**src/design/sst_ram.sv**
```systemverilog
// ---------------------------------------------------------------------------
// Sparse set table RAM
// Generic single-port synchronous RAM with a registered read.
// ---------------------------------------------------------------------------
module sst_ram #(
   parameter int WIDTH = 8,
   parameter int DEPTH = 16
) (
   input  logic                                   clock,
   input  logic                                   en,
   input  logic                                   we,
   input  logic [(DEPTH > 1 ? $clog2(DEPTH) : 1)-1:0] addr,
   input  logic [WIDTH-1:0]                       wdata,
   output logic [WIDTH-1:0]                       rdata
);

   logic [WIDTH-1:0] mem_ff [DEPTH];
   logic [WIDTH-1:0] rdata_ff;

   always_ff @(posedge clock) begin
      if (en) begin
         if (we) begin
            mem_ff[addr] <= wdata;
         end else begin
            rdata_ff <= mem_ff[addr];
         end
      end
   end

   assign rdata = rdata_ff;

endmodule

```
**config.mk**
```make
export PLATFORM = sky130hd
export DESIGN_NAME = sst_ram
export DESIGN_NICKNAME = d
export VERILOG_FILES = /design/src/design/sst_ram.sv
export SDC_FILE = /design/constraint.sdc
export NUM_CORES = 1
export LEC_CHECK = 0
export ABC_AREA = 1
export BUFFER_PORTS_ARGS = -buffer_cell sky130_fd_sc_hd__clkbuf_2
export CORE_MARGIN = 5
export CORE_UTILIZATION = 45
export DETAILED_ROUTE_END_ITERATION = 16
export PLACE_DENSITY = 0.73
export SLEW_MARGIN = 10
export SYNTH_ARGS = -nofsm -noshare
export SYNTH_HDL_FRONTEND = slang
export SYNTH_SLANG_ARGS = --single-unit
export TNS_END_PERCENT = 50
```
**constraint.sdc**
```tcl
create_clock -name clock -period 2.85 [get_ports clock]
set_clock_uncertainty 0.05 [all_clocks]
set_input_delay 0.4275 -clock clock [delete_from_list [all_inputs] [get_ports clock]]
set_output_delay 0.4275 -clock clock [all_outputs]
set_load 0.01 [all_outputs]
```
-- Word-level counts from Yosys, hierarchy flattened
Memory sizes are Yosys's and may differ from the RTL's. A register that Yosys moved wholly into a read port is not among the register bits.
Index checks and enable logic that the tools add are counted.
- output and inout port bits: 8
- bits in writable memories: 128
- input bits: 15
- logic and storage cells: 6
- memories kept: 1
- bits in registers: 0
- bitwise gates (word level): 1
- mux-type cells: 3
- reduce and logical (&&, ||, !) cells: 1
- memory list (memory ; words ; width ; read ports ; clocked after memory_dff ; wr ports ; line ; text):
    mem_ff ; 16 ; 8 ; 1 ; 1 ; 1 ; 17 ; logic [WIDTH-1:0] mem_ff [DEPTH];
- operators with widths (kind ; number):
    $mux 1 ; 3
    $reduce_and 2->1 ; 1
    $not 1->1 ; 1

-- Depth between registers and ports, before layout
- depth in word-level cells: 3
- gate-level depth with buffers: 11
- gate-level depth less buffers: 9

-- Worst setup path after synthesis
Ideal clock, no wire load.
- path kind: input -> register
- start: in addr[1] (netlist bit)
- end: mem mem_ff[12][0], enable pin
- arrival: 1.361 ns
- setup time: 0.370 ns
- cell stages on the path: 5
- path slack: 1.068 ns
- path buffers: 2
- cell sequence: buf_2 inv_2 buf_2 nand3_1 nor2_1
- RTL lines (element ; line ; text):
    start, declared ; 12 ; input logic [(DEPTH > 1 ? $clog2(DEPTH) : 1)-1:0] addr,
    end, declared ; 17 ;
Straight into the memory's write port.

==> impl_results.md <==
* Status: completed
* Multi-input gate area at 0.00139 sq mm
* Area Growth Syn to Fin at 14.5%
* Port Buffers at 22
* F_max at 524 MHz
* Seq cells post-synth at 136
* CP Launch Type: input pin
* Layout cell share with drive strength beyond 1 at 10.2%
* Routed WL at 12400 microns
* Initial antenna violation count at 0
* CTS buffer count at 17
* Initial DRC Count at 427
* PD cells at 712 mW/mm^2
* Clock sink count at 136
* Worst Tran Pin Value at 0.794 ns
* Critical path class: input pin to register
* Die area at 0.0150 sq mm
* Root Driver: clkbuf_16
* Hold slack at 0.445 ns
* Die span in x at 122 microns
* Fin crit period at 1.91 ns
* Clk Latency, worst-skew pair at 0.42 ns
* Max cap viols at 0
* Drt drc at 0
* IO Pins at 23
* Largest net degree at the start of global routing at 57
* Ant. Diodes at 0
* Nets@finish at 592
* Setup violators final at 0
* Clock buffer depth at 2
* Post-Syn Area at 0.00569 sq mm
* Slew HR at 46.9%
* Fillers at 1091
* TritonRoute pass-1 iters at 6
* Mapped Nets at 567
* Register area at 0.00408 sq mm
* Synth Warn # at 0
* Global-route wire length before repair at 19700 microns
* Peak supply drop at 341 uV
* Non-Filler Instances at 760
* Routed vias at 3788
* Sequential-to-total area share from yosys stat at 71.8%
* Post-DRT Antenna Nets at 0
* Placement Rows at 41
* H-tree depth at 4
* RSZ-0062 raised after global routing: false
* CTS tree: done
* Drt via density at 4.98
* Starting Density at 45.5%
* Pleak at 2.75 nW
* Final Hold Fails at 0
* CP arrival at 2.14 ns
* Post-layout util at 52.1%
* Die Span Y at 122 microns
* Postcts setup bufs at 0
* Clk slew on worst S/H paths at 0.06 ns
* Crit Path Max Fanout at 56
* Final Cycle Share at 67.0%
* Cts hold-fix bufs at 0
* Vias in the first global route at 3789
* Core Region at 0.0125 sq mm
* Slew Viols, Final at 0
* Number of cells upsized or downsized after cts at 0
* Detail Placement HPWL at 7730 microns
* Tot GR Track Use at 18.0%
* Total gr overflow at 0
* Sum of negative setup slack at 0 ns
* Avg Cell Area, Syn at 10.3 sq um
* Synth Instances at 552
* Placed Instances at 730
* Worst path required time at 3.08 ns
* Routed WL per cell at 16.3 microns
* Worst hold-check path type: input pin to register
* Gpl congestion at 0.831
* Critical Path End Type: register
* Unique masters post-synth at 9
## power by group
group | internal (mW) | switching [mW] | total (mW) | leakage (nW)
Sequential | 2.23 | 0.00645 | 2.24 | 1.23
Combinational | 0.0606 | 0.185 | 0.245 | 1.25
Clock | 1.36 | 0.802 | 2.16 | 0.266
Total | 3.65 | 0.993 | 4.64 | 2.75
## kinds of logic after synthesis
group	synth area share, %
AND/OR/NAND/NOR	24.5
flip-flops	71.8
buffers and inverters	3.76
## path summary, 6_finish.rpt
path | to | cells after the start | slack [ns] | start
worst max-delay path | rdata[2] | 11 | 0.94 | addr[0]
worst max register to register | rdata[7] | 8 | 1.65 | mem_ff[14][7]
worst min-delay path | rdata[1] | 2 | 0.45 | we
worst min register to register | rdata[6] | 8 | 0.75 | mem_ff[2][6]
## placed cells by master (no fill, tap or decap)
| cell type | netlist | final |
|---|---|---|
| clkinv_4 | 0 | 1 |
| bufinv_16 | 0 | 3 |
| clkinv_2 | 0 | 2 |
| clkinv_1 | 0 | 1 |
| clkinvlp_4 | 0 | 6 |
| clkbuf_16 | 0 | 17 |
| clkbuf_2 | 0 | 22 |
| inv_2 | 4 | 4 |
| buf_4 | 7 | 5 |
| inv_1 | 21 | 21 |
| nand2_1 | 347 | 347 |
| nand3_1 | 4 | 4 |
| nor2_1 | 19 | 19 |
| edfxtp_1 | 136 | 136 |
## cell type report
class | instances | area share (%)
well taps | 172 | 3.30
multi-input cells | 370 | 21.4
inverters | 25 | 1.44
clock inverters | 13 | 2.42
flip-flops and latches | 136 | 62.7
repair buffers | 27 | 2.27
clock buffers | 17 | 6.53
## flip-flops by register name, indices dropped and copies added (netlist names)
name    flops
rdata       8
mem_ff    128
## metal layers
layer  wire length, microns  part of all wire [%]  GRT usage (%)  vias to the layer above
li1                       -                     -              -                     1814
met1                   5180                    42           23.2                     1776
met2                   5890                    48           28.2                      161
met3                    912                   7.4           5.12                       37
met4                    399                   3.2           8.47                        0
met5                      0                     0              0                        -
## per-stage QoR
| step | setup WS (ns) | power (mW) | instance area (sq um) |
|---|---|---|---|
| 3_5_place_dp | 0.565 | 2.52 | 5930 |
| 2_1_floorplan | 1.07 | 2.43 | 5690 |
| 6_report | 0.941 | 4.64 | 6520 |
| 5_1_grt | 0.786 | 4.79 | 6520 |
| 3_3_place_gp | 0.660 | 2.52 | 5930 |
| 4_1_cts | 1.00 | 4.66 | 6520 |
## cell usage after synthesis
master    instances  area share, %
nand2_1         347             23
inv_1            21            1.4
nand3_1           4           0.35
nor2_1           19            1.3
clkbuf_1          2           0.13
edfxtp_1        136             72
buf_2            12            1.1
inv_2             4           0.26
buf_4             7           0.92
## worst max-delay path: stages
cell      delay [ns]
clkbuf_2        0.26
inv_2           0.24
buf_4           0.52
nand2_1         0.18
nand2_1         0.11
nand2_1         0.05
nand2_1         0.08
nand2_1         0.06
nand2_1         0.08
inv_1           0.04
nand2_1         0.07
No activity file was read; power rests on OpenSTA's default activity.
